## config.mk

```make
export PLATFORM = sky130hd
export DESIGN_NAME = utf8_json_string_escaper
export DESIGN_NICKNAME = d
export VERILOG_FILES = /design/src/rtl/core/uje_pkg.sv /design/src/rtl/core/uje_front.sv /design/src/rtl/core/uje_queue.sv /design/src/rtl/core/uje_back.sv /design/src/rtl/core/utf8_json_string_escaper.sv
export SDC_FILE = /design/constraint.sdc
export NUM_CORES = 1
export LEC_CHECK = 0
export BUFFER_PORTS_ARGS = -buffer_cell sky130_fd_sc_hd__buf_4
export CELL_PAD_IN_SITES_DETAIL_PLACEMENT = 1
export CELL_PAD_IN_SITES_GLOBAL_PLACEMENT = 2
export CORE_MARGIN = 2
export CORE_UTILIZATION = 50
export CTS_BUF_LIST = sky130_fd_sc_hd__clkbuf_8
export DETAILED_ROUTE_END_ITERATION = 10
export GPL_ROUTABILITY_DRIVEN = 0
export PLACE_DENSITY_LB_ADDON = 0.1
export SYNTH_ARGS = -nofsm -noshare
export SYNTH_HDL_FRONTEND = slang
export SYNTH_SLANG_ARGS = --single-unit
```

## constraint.sdc

```tcl
create_clock -name clock -period 11.5 [get_ports clock]
set_input_delay 2.875 -clock clock [delete_from_list [all_inputs] [get_ports clock]]
set_output_delay 2.875 -clock clock [all_outputs]
set_load 0.1 [all_outputs]
```

## src/rtl/core/uje_pkg.sv

```systemverilog
// Package for the UTF-8 to JSON string escaper: request codes, job types
// and the hex digit helper shared by the front, the queue and the back.
// No dependencies.
package uje_pkg;

   localparam logic [1:0] REQ_START = 2'd0;
   localparam logic [1:0] REQ_DATA  = 2'd1;
   localparam logic [1:0] REQ_END   = 2'd2;

   localparam int QUEUE_DEPTH = 4;
   localparam int QUEUE_AW    = $clog2(QUEUE_DEPTH);

   localparam logic [7:0] CH_QUOTE     = 8'h22;
   localparam logic [7:0] CH_BACKSLASH = 8'h5c;
   localparam logic [7:0] CH_LOWER_U   = 8'h75;

   typedef enum logic [1:0] {
      JOB_CHAR = 2'd0,
      JOB_ESC2 = 2'd1,
      JOB_U1   = 2'd2,
      JOB_U2   = 2'd3
   } job_kind_type;

   typedef struct packed {
      job_kind_type kind;
      logic [7:0]   ch;
      logic [15:0]  hi;
      logic [15:0]  lo;
      logic         err;
   } job_type;

   typedef struct packed {
      logic full;
      logic empty;
   } queue_stat_type;

   function automatic logic [7:0] hex_digit(input logic [3:0] nib);
      logic [7:0] r;
      if (nib < 4'd10) begin
         r = 8'h30 + {4'd0, nib};
      end else begin
         r = 8'h57 + {4'd0, nib};
      end
      return r;
   endfunction

endpackage

```

## src/rtl/core/uje_front.sv

```systemverilog
// Front part of the escaper: decodes UTF-8, keeps the sticky error and
// turns each accepted item into at most one output job. Depends on uje_pkg.
module uje_front (
   input  logic            clock,
   input  logic            reset,
   input  logic            accept,
   input  logic [1:0]      req_type,
   input  logic [7:0]      data_byte,
   output logic            job_valid,
   output uje_pkg::job_type job
);
   import uje_pkg::*;

   logic [20:0] cp_ff, cp_in;
   logic [1:0]  rem_ff, rem_in;
   logic [1:0]  len_ff, len_in;
   logic        err_ff, err_in;

   always_comb begin
      logic [20:0] cp_next;
      logic [1:0]  rem_next;
      logic [20:0] off;
      logic        bad;
      logic [7:0]  esc;
      cp_in     = cp_ff;
      rem_in    = rem_ff;
      len_in    = len_ff;
      err_in    = err_ff;
      job_valid = 1'b0;
      job       = '0;
      job.kind  = JOB_CHAR;
      cp_next   = {cp_ff[14:0], data_byte[5:0]};
      rem_next  = rem_ff - 2'd1;
      off       = cp_next - 21'h10000;
      bad       = 1'b0;
      esc       = 8'h00;
      case (data_byte)
         8'h22:   esc = CH_QUOTE;
         8'h5c:   esc = CH_BACKSLASH;
         8'h08:   esc = 8'h62;
         8'h0c:   esc = 8'h66;
         8'h0a:   esc = 8'h6e;
         8'h0d:   esc = 8'h72;
         8'h09:   esc = 8'h74;
         default: esc = 8'h00;
      endcase
      unique case (req_type)
         REQ_START: begin
            cp_in     = '0;
            rem_in    = '0;
            len_in    = '0;
            err_in    = 1'b0;
            job_valid = 1'b1;
            job.ch    = CH_QUOTE;
         end
         REQ_DATA: begin
            if (!err_ff) begin
               if (rem_ff == 2'd0) begin
                  if (esc != 8'h00) begin
                     job_valid = 1'b1;
                     job.kind  = JOB_ESC2;
                     job.ch    = esc;
                  end else if (data_byte < 8'h20) begin
                     job_valid = 1'b1;
                     job.kind  = JOB_U1;
                     job.hi    = {8'h00, data_byte};
                  end else if (data_byte < 8'h80) begin
                     job_valid = 1'b1;
                     job.ch    = data_byte;
                  end else if (data_byte[7:5] == 3'b110) begin
                     cp_in  = {16'd0, data_byte[4:0]};
                     rem_in = 2'd1;
                     len_in = 2'd1;
                  end else if (data_byte[7:4] == 4'b1110) begin
                     cp_in  = {17'd0, data_byte[3:0]};
                     rem_in = 2'd2;
                     len_in = 2'd2;
                  end else if (data_byte[7:3] == 5'b11110) begin
                     cp_in  = {18'd0, data_byte[2:0]};
                     rem_in = 2'd3;
                     len_in = 2'd3;
                  end else begin
                     err_in = 1'b1;
                  end
               end else if (data_byte[7:6] != 2'b10) begin
                  err_in = 1'b1;
                  rem_in = 2'd0;
               end else begin
                  cp_in  = cp_next;
                  rem_in = rem_next;
                  if (rem_next == 2'd0) begin
                     bad = ((len_ff == 2'd1) && (cp_next < 21'h80)) ||
                           ((len_ff == 2'd2) && (cp_next < 21'h800)) ||
                           ((len_ff == 2'd3) && (cp_next < 21'h10000)) ||
                           (cp_next > 21'h10ffff) ||
                           ((cp_next >= 21'hd800) && (cp_next <= 21'hdfff));
                     if (bad) begin
                        err_in = 1'b1;
                     end else if (cp_next <= 21'hffff) begin
                        job_valid = 1'b1;
                        job.kind  = JOB_U1;
                        job.hi    = cp_next[15:0];
                     end else begin
                        job_valid = 1'b1;
                        job.kind  = JOB_U2;
                        job.hi    = {6'b110110, off[19:10]};
                        job.lo    = {6'b110111, off[9:0]};
                     end
                  end
               end
            end
         end
         REQ_END: begin
            rem_in    = 2'd0;
            err_in    = err_ff | (rem_ff != 2'd0);
            job_valid = 1'b1;
            job.ch    = CH_QUOTE;
            job.err   = err_ff | (rem_ff != 2'd0);
         end
         default: begin
         end
      endcase
   end

   always_ff @(posedge clock) begin
      if (reset) begin
         cp_ff  <= '0;
         rem_ff <= '0;
         len_ff <= '0;
         err_ff <= 1'b0;
      end else if (accept) begin
         cp_ff  <= cp_in;
         rem_ff <= rem_in;
         len_ff <= len_in;
         err_ff <= err_in;
      end
   end

endmodule

```

## src/rtl/core/uje_queue.sv

```systemverilog
// Short job queue between the front and the back of the escaper.
// Depends on uje_pkg for the job type and depth.
module uje_queue (
   input  logic                   clock,
   input  logic                   reset,
   input  logic                   push,
   input  uje_pkg::job_type       push_job,
   input  logic                   pop,
   output uje_pkg::job_type       head_job,
   output uje_pkg::queue_stat_type stat
);
   import uje_pkg::*;

   job_type               mem_ff [QUEUE_DEPTH];
   logic [QUEUE_AW-1:0]   wr_ff, wr_in;
   logic [QUEUE_AW-1:0]   rd_ff, rd_in;
   logic [QUEUE_AW:0]     cnt_ff, cnt_in;

   assign stat.full  = (cnt_ff == (QUEUE_AW+1)'(QUEUE_DEPTH));
   assign stat.empty = (cnt_ff == '0);
   assign head_job   = mem_ff[rd_ff];

   always_comb begin
      wr_in  = push ? wr_ff + 1'b1 : wr_ff;
      rd_in  = pop ? rd_ff + 1'b1 : rd_ff;
      cnt_in = cnt_ff;
      if (push && !pop) begin
         cnt_in = cnt_ff + 1'b1;
      end else if (pop && !push) begin
         cnt_in = cnt_ff - 1'b1;
      end
   end

   always_ff @(posedge clock) begin
      if (reset) begin
         wr_ff  <= '0;
         rd_ff  <= '0;
         cnt_ff <= '0;
      end else begin
         wr_ff  <= wr_in;
         rd_ff  <= rd_in;
         cnt_ff <= cnt_in;
      end
   end

   always_ff @(posedge clock) begin
      if (push) begin
         mem_ff[wr_ff] <= push_job;
      end
   end

endmodule

```

## src/rtl/core/uje_back.sv

```systemverilog
// Back part of the escaper: expands the job at the queue head into output
// characters, one per cycle unless out_ready stalls, into a registered output. Depends on uje_pkg.
module uje_back (
   input  logic                    clock,
   input  logic                    reset,
   input  uje_pkg::job_type        head_job,
   input  uje_pkg::queue_stat_type stat,
   output logic                    pop,
   input  logic                    out_ready,
   output logic                    out_valid,
   output logic [7:0]              out_byte,
   output logic                    out_last,
   output logic                    out_err
);
   import uje_pkg::*;

   logic [3:0] idx_ff, idx_in;
   logic       vld_ff, vld_in;
   logic [7:0] byte_ff, byte_in;
   logic       last_ff, last_in;
   logic       err_ff, err_in;
   logic       advance;

   assign advance   = !stat.empty && (!vld_ff || out_ready);
   assign out_valid = vld_ff;
   assign out_byte  = byte_ff;
   assign out_last  = last_ff;
   assign out_err   = err_ff;

   always_comb begin
      logic [15:0] val;
      logic [3:0]  sub;
      logic [3:0]  nib;
      val     = head_job.hi;
      sub     = idx_ff;
      if (idx_ff >= 4'd6) begin
         val = head_job.lo;
         sub = idx_ff - 4'd6;
      end
      case (sub)
         4'd2:    nib = val[15:12];
         4'd3:    nib = val[11:8];
         4'd4:    nib = val[7:4];
         default: nib = val[3:0];
      endcase
      byte_in = head_job.ch;
      last_in = 1'b0;
      err_in  = 1'b0;
      unique case (head_job.kind)
         JOB_CHAR: begin
            byte_in = head_job.ch;
            last_in = 1'b1;
            err_in  = head_job.err;
         end
         JOB_ESC2: begin
            byte_in = (idx_ff == 4'd0) ? CH_BACKSLASH : head_job.ch;
            last_in = (idx_ff == 4'd1);
         end
         JOB_U1, JOB_U2: begin
            if (sub == 4'd0) begin
               byte_in = CH_BACKSLASH;
            end else if (sub == 4'd1) begin
               byte_in = CH_LOWER_U;
            end else begin
               byte_in = hex_digit(nib);
            end
            last_in = (head_job.kind == JOB_U1) ? (idx_ff == 4'd5) : (idx_ff == 4'd11);
         end
         default: begin
         end
      endcase
      pop    = advance && last_in;
      idx_in = idx_ff;
      if (advance) begin
         idx_in = last_in ? 4'd0 : idx_ff + 4'd1;
      end
      vld_in = vld_ff;
      if (!vld_ff || out_ready) begin
         vld_in = !stat.empty;
      end
   end

   always_ff @(posedge clock) begin
      if (reset) begin
         idx_ff <= '0;
         vld_ff <= 1'b0;
      end else begin
         idx_ff <= idx_in;
         vld_ff <= vld_in;
      end
   end

   always_ff @(posedge clock) begin
      if (advance) begin
         byte_ff <= byte_in;
         last_ff <= last_in;
         err_ff  <= err_in;
      end
   end

endmodule

```

## src/rtl/core/utf8_json_string_escaper.sv

```systemverilog
// Top level of the UTF-8 to ASCII JSON string escaper.
// Depends on uje_pkg, uje_front, uje_queue and uje_back.
//
// Channel   Direction  tdata            tuser      tlast
// req_      in         data_byte[7:0]   req_type   -
// rsp_      out        out_byte[7:0]    error      last_of_job
//
// An input item is taken whenever the four-entry job queue has room; the
// back writes one output character per cycle unless rsp_tready stalls it,
// so an item yields one character for plain ASCII, two for a short escape,
// six for \uXXXX and twelve for a surrogate pair. The output register is
// the only output stage. Reset is synchronous, holds req_tready low and
// clears the decoder state, the queue and the output.
module utf8_json_string_escaper (
   input  logic       clock,
   input  logic       reset,
   input  logic       req_tvalid,
   output logic       req_tready,
   input  logic [7:0] req_tdata,   // data_byte[7:0]
   input  logic [1:0] req_tuser,   // req_type[1:0]
   output logic       rsp_tvalid,
   input  logic       rsp_tready,
   output logic [7:0] rsp_tdata,   // out_byte[7:0]
   output logic       rsp_tuser,   // error
   output logic       rsp_tlast
);
   import uje_pkg::*;

   logic           accept;
   logic           job_valid;
   job_type        job;
   job_type        head_job;
   queue_stat_type stat;
   logic           pop;

   assign req_tready = !reset && !stat.full;
   assign accept     = req_tvalid && req_tready;

   uje_front u_front (
      .clock     (clock),
      .reset     (reset),
      .accept    (accept),
      .req_type  (req_tuser),
      .data_byte (req_tdata),
      .job_valid (job_valid),
      .job       (job)
   );

   uje_queue u_queue (
      .clock    (clock),
      .reset    (reset),
      .push     (accept && job_valid),
      .push_job (job),
      .pop      (pop),
      .head_job (head_job),
      .stat     (stat)
   );

   uje_back u_back (
      .clock     (clock),
      .reset     (reset),
      .head_job  (head_job),
      .stat      (stat),
      .pop       (pop),
      .out_ready (rsp_tready),
      .out_valid (rsp_tvalid),
      .out_byte  (rsp_tdata),
      .out_last  (rsp_tlast),
      .out_err   (rsp_tuser)
   );

endmodule
```

==> metrics.yaml, run 1 <==
grt_pass1_wl_um: 32300
final_common_cell: "edfxtp_1"
drive_above_1_share: 0.115
wl_per_cell_um: 22.7
diodes: 0
placed_cell_area_sq_um: 9270
dp.cells: 887
nNetsFinal: 714
cp.arrival_ns: 3.66
ant_nets: 0
most-common-layout-cells: "edfxtp_1, a21oi_1, nand2_1, nor2_1"
cts_hold_buf: 0
grt.overflow.total: 0
ctsHtreeMaxLevel: 4
setup-violations-final: 0
dr.pass1.iters: 5
area_delta_synth_final_pct: 8.02
multi_input_area_sq_um: 3220
numClockSinks: 192
clk_latency_ns: 0.48
maxCapViolations: 0
p_leak_nw: 3.22
dieArea_sq_um: 18900
fin_ws_ns: 4.96
cts.repair.resized: 0
layout_worst_path_cycle_share: 0.569
crit_required_ns: 8.63
core_sq_um: 17400
post-route-min-period_ns: 6.54
crit_slowest_cell: "buf_4"
drt_wl_total_um: 20900
grt_pass1_vias: 5702
syn-num-nets: 696
yosysUniqueCellTypes: 64
path_class: "input pin to output port"
synth.avg_cell_area_sq_um: 13.5
ff_latch_area_sq_um: 5430
drc: 0
start_kind: "input pin"
slowest_delay_ns: 0.32
skew_ns: 0.0221
rsz0062_at_grt: "false"
clk_pin_slew_worst_paths_ns: 0.10
final_area_sq_um: 9640
worstPathCellList: "buf_4 > a21oi_1 > buf_4"
track_usage: 0.235
num_rows: 48
powerDensity_nw_per_um2: 182
chipWidth_um: 138
status: "completed"
cts_buffer_depth: 2
fin_setup_tns_ns: 0
antenna_found_initial: 0
cts-root-buf: "clkbuf_8"
worstMarginPinSlew_ns: 0.886
cts_buffers: 17
holdCritPathClass: "flop to flop"
die_h_um: 138
yosysSeqAreaShare: 0.608
synthesis.area_sq_um: 8930
postSynthCellCount: 663
port_buffers: 25
slew_violations: 0
ys_seq_elements: 192
io-pin-count: 26
grt_start_max_net_pins: 38
initial_utilization: 0.514
yosysWarnings: 0
maxSlewHeadroom: 0.405
synth_edf_count: 158
cts_tree: "yes"
viasPerCell: 5.98
end_kind: "output port"
finalHoldViolations: 0
drt_iter0_drc: 296
cts_setup_buffers: 0
nFillCells: 1747
total_power_mw: 1.76
crit_top_cell: "buf_4"
vdd_drop_max_mv: 0.139
synthArstFlopShare: 0
stdcell_count: 919
max_freq_mhz: 153
dp_slack_ns: 4.81
dpl.hpwl_um: 14600
route.vias.total: 5495
synth_top_flop_cell: "edfxtp_1"
crit_path_max_fanout: 36
==> synthesized netlist by cell type (11+ instances only) <==
| cell type | instances | area, sq um |
|---|---|---|
| dfxtp_1 | 34 | 681 |
| and2_1 | 20 | 125 |
| edfxtp_1 | 158 | 4740 |
| inv_1 | 26 | 97.6 |
| a21oi_1 | 60 | 300 |
| clkbuf_1 | 24 | 90.1 |
| o21ai_0 | 25 | 125 |
| nor2_1 | 47 | 176 |
| ha_1 | 18 | 225 |
| mux4_1 | 32 | 841 |
| nand2_1 | 57 | 214 |
| nand3_1 | 26 | 130 |
| nand4_1 | 11 | 68.8 |
==> critical path, delay by kind of cell <==
family,cells,cell delay (ns)
buffers and inverters,2,0.56
AO/OA/AOI/OAI,1,0.21
==> per-layer routing <==
metal / track usage / share of wire
met1: 0.312 / 0.45
met2: 0.396 / 0.50
met3: 0.0427 / 0.037
met4: 0.0739 / 0.015
met5: 0 / 0
==> cell families after synthesis <==
| kind of cell | Yosys count | share of synthesized area |
|---|---|---|
| compound gates | 129 | 0.0891 |
| xor+xnor | 9 | 0.00883 |
| fa+ha+maj | 19 | 0.0275 |
| buf+inv | 60 | 0.0321 |
| flops | 192 | 0.608 |
| mux | 51 | 0.125 |
| other cells | 1 | 0.000420 |
| simple gates | 202 | 0.109 |
==> registers in the layout (all words and copies together), names as in the netlist, named ones only <==
register / flops
u_front.rem_ff: 2
u_back.out_err: 1
u_queue.wr_ff: 2
u_back.idx_ff: 4
u_queue.cnt_ff: 3
u_queue.mem_ff: 148
u_front.err_ff: 1
u_back.out_byte: 8
u_front.len_ff: 2
u_back.out_last: 1
u_front.cp_ff: 15
u_queue.rd_ff: 2
u_back.out_valid: 1
==> report_power, final <==
| group | leakage [nW] | switching (mW) | internal [mW] |
|---|---|---|---|
| clock | 0.193 | 0.259 | 0.161 |
| sequential | 1.71 | 0.0258 | 0.799 |
| combinational | 1.31 | 0.349 | 0.165 |
==> worst paths after layout <==
path,startpoint,end,slack [ns],cells past startpoint
worst min register to register,u_front.rem_ff[1],u_front.rem_ff[1],0.47,2
worst min-delay path,u_front.rem_ff[1],u_front.rem_ff[1],0.47,2
worst max register to register,u_back.idx_ff[0],u_back.out_byte[2],7.24,12
worst max-delay path,reset,req_tready,4.96,3
==> per-stage QoR <==
step,util,hold slack [ns]
after floorplan,-,0.436
after global placement,0.534,0.457
after detailed placement,0.534,0.459
after CTS,0.556,0.474
after global routing,0.556,0.503
final,0.556,0.474
==> final cells by class <==
class / count / area share
clock buffers: 17 / 0.0243
clock inverters: 15 / 0.0145
inverters: 26 / 0.0101
multi-input cells: 411 / 0.333
flip-flops and latches: 192 / 0.563
well taps: 225 / 0.0292
repair buffers: 33 / 0.0257
Note: power is estimated with default switching activity, not from simulation.
==> run 2: changes to the inputs <==
CORE_UTILIZATION = 42   (was 50)
clock period = 6 ns   (was 11.5 ns; I/O delays follow)
==> metrics.yaml, run 2 (synthesized netlist as in run 1, its figures left out) <==
crit_path_max_fanout: 11
cts_tree: "yes"
maxCapViolations: 0
drive_above_1_share: 0.125
track_usage: 0.197
clk_latency_ns: 0.47
vdd_drop_max_mv: 0.151
slew_violations: 0
grt_use_met1: 0.257
maxSlewHeadroom: 0.349
viasPerCell: 5.63
max_freq_mhz: 223
dp.cells: 937
use_met3: 0.0399
grt_busiest_layer: "met2"
end_kind: "flop"
dr.pass1.iters: 5
worstPathCellList: "buf_4 > nand4_1 > nor4_1 > o32ai_1 > a32oi_1 > nand2_1 > o21ai_1 > ha_1 > inv_1 > fa_1 > xor2_1 > or3_1 > a21oi_1"
p_int_mw: 2.21
final_common_cell: "edfxtp_1"
path_class: "input pin to flop"
num_rows: 53
finalHoldViolations: 0
rsz0062_at_grt: "false"
cts_buffer_depth: 2
largest_register: "u_queue.mem_ff"
core_sq_um: 21000
ant_nets: 0
powerDensity_nw_per_um2: 352
port_buffers: 25
setup-violations-final: 0
switchingPower_mw: 1.23
initial_utilization: 0.426
ff_latch_area_sq_um: 5430
drt_iter0_drc: 296
largest_reg_flops: 148
io-pin-count: 26
post-route-min-period_ns: 4.48
seqPwrFrac: 0.470
grt_pass1_vias: 5761
start_kind: "input pin"
multi_input_area_sq_um: 3220
cts_buffers: 17
cts_hold_buf: 0
layout_worst_path_cycle_share: 0.747
status: "completed"
numClockSinks: 192
cts-root-buf: "clkbuf_8"
grtUsageMet2: 0.337
wl_per_cell_um: 22.0
area_delta_synth_final_pct: 9.29
p_leak_nw: 3.24
die_h_um: 150
stdcell_count: 969
ctsHtreeMaxLevel: 4
slowest_delay_ns: 0.51
route.vias.total: 5457
diodes: 0
dpl.hpwl_um: 14800
swShare: 0.359
grt_pass1_wl_um: 32800
clkPwrFrac: 0.253
dieArea_sq_um: 22400
skew_ns: 0.0171
cts.repair.resized: 0
cts_setup_buffers: 0
drt_wl_total_um: 21300
nNetsFinal: 714
clk_pin_slew_worst_paths_ns: 0.11
nFillCells: 2161
grt_start_max_net_pins: 38
chipWidth_um: 150
grt.overflow.total: 0
fin_setup_tns_ns: 0
drc: 0
worstMarginPinSlew_ns: 0.977
combPwrFrac: 0.277
antenna_found_initial: 0
crit_slowest_cell: "o21ai_1"
cp.arrival_ns: 4.88
holdCritPathClass: "flop to flop"
crit_required_ns: 6.40
most-common-layout-cells: "edfxtp_1, a21oi_1, nand2_1, nor2_1, buf_4"
## run 2: changes by cell type in the layout (fill, tap and decap cells not counted)
cell	delta
inv_8	-1
and2_2	+4
clkinv_4	+2
dfxtp_1	-1
and2_1	-4
clkinvlp_4	-1
inv_1	-1
bufinv_16	+1
clkinv_8	+2
inv_6	-1
dfxtp_2	+1
clkinv_1	-1
## run 2: stage by stage
| stage | utilization | instance area, sq um | hold WS (ns) | power [mW] | setup slack [ns] |
|---|---|---|---|---|---|
| 2_1_floorplan | - | 8930 | 0.436 | 2.39 | 0.476 |
| 3_5_place_dp | 0.446 | 9340 | 0.473 | 2.61 | 1.00 |
| 5_1_grt | 0.466 | 9760 | 0.518 | 3.59 | 1.25 |
| 4_1_cts | 0.466 | 9760 | 0.488 | 3.48 | 1.51 |
| 6_report | 0.466 | 9760 | 0.486 | 3.44 | 1.52 |
| 3_3_place_gp | 0.446 | 9340 | 0.451 | 2.58 | 1.20 |
## run 2: critical path, delay by kind of cell
kind | cells | cell delay [ns]
simple gates | 4 | 1.05
xor+xnor | 1 | 0.19
buf+inv | 2 | 0.25
compound gates | 4 | 1.13
fa+ha+maj | 2 | 0.76
## run 2: layout make-up
class                   count  area share
inverters                  26      0.0100
multi-input cells         411       0.330
repair buffers             33      0.0254
clock inverters            15      0.0190
clock buffers              17      0.0240
well taps                 275      0.0353
flip-flops and latches    192       0.556
## run 2: worst paths after layout
path / to / slack, ns / depth (start not counted) / startpoint
max reg2reg: u_back.out_byte[2] / 1.67 / 12 / u_back.idx_ff[0]
max: u_queue.cnt_ff[2] / 1.52 / 13 / req_tdata[2]
min reg2reg: u_back.out_valid / 0.49 / 2 / u_back.out_valid
min: u_back.out_valid / 0.49 / 2 / u_back.out_valid
## run 2: per-layer routing
metal	up-vias	share of wire
li1	2578	-
met1	2778	0.45
met2	85	0.51
met3	16	0.035
met4	0	0.0089
met5	-	0
## run 2: power by group through the flow
stage / registers, mW / clock network [mW] / logic (mW)
2_1_floorplan: 1.85 / 0 / 0.536
3_3_place_gp: 1.65 / 0 / 0.937
3_5_place_dp: 1.65 / 0 / 0.959
4_1_cts: 1.62 / 0.900 / 0.963
5_1_grt: 1.63 / 0.941 / 1.02
6_report: 1.62 / 0.872 / 0.951
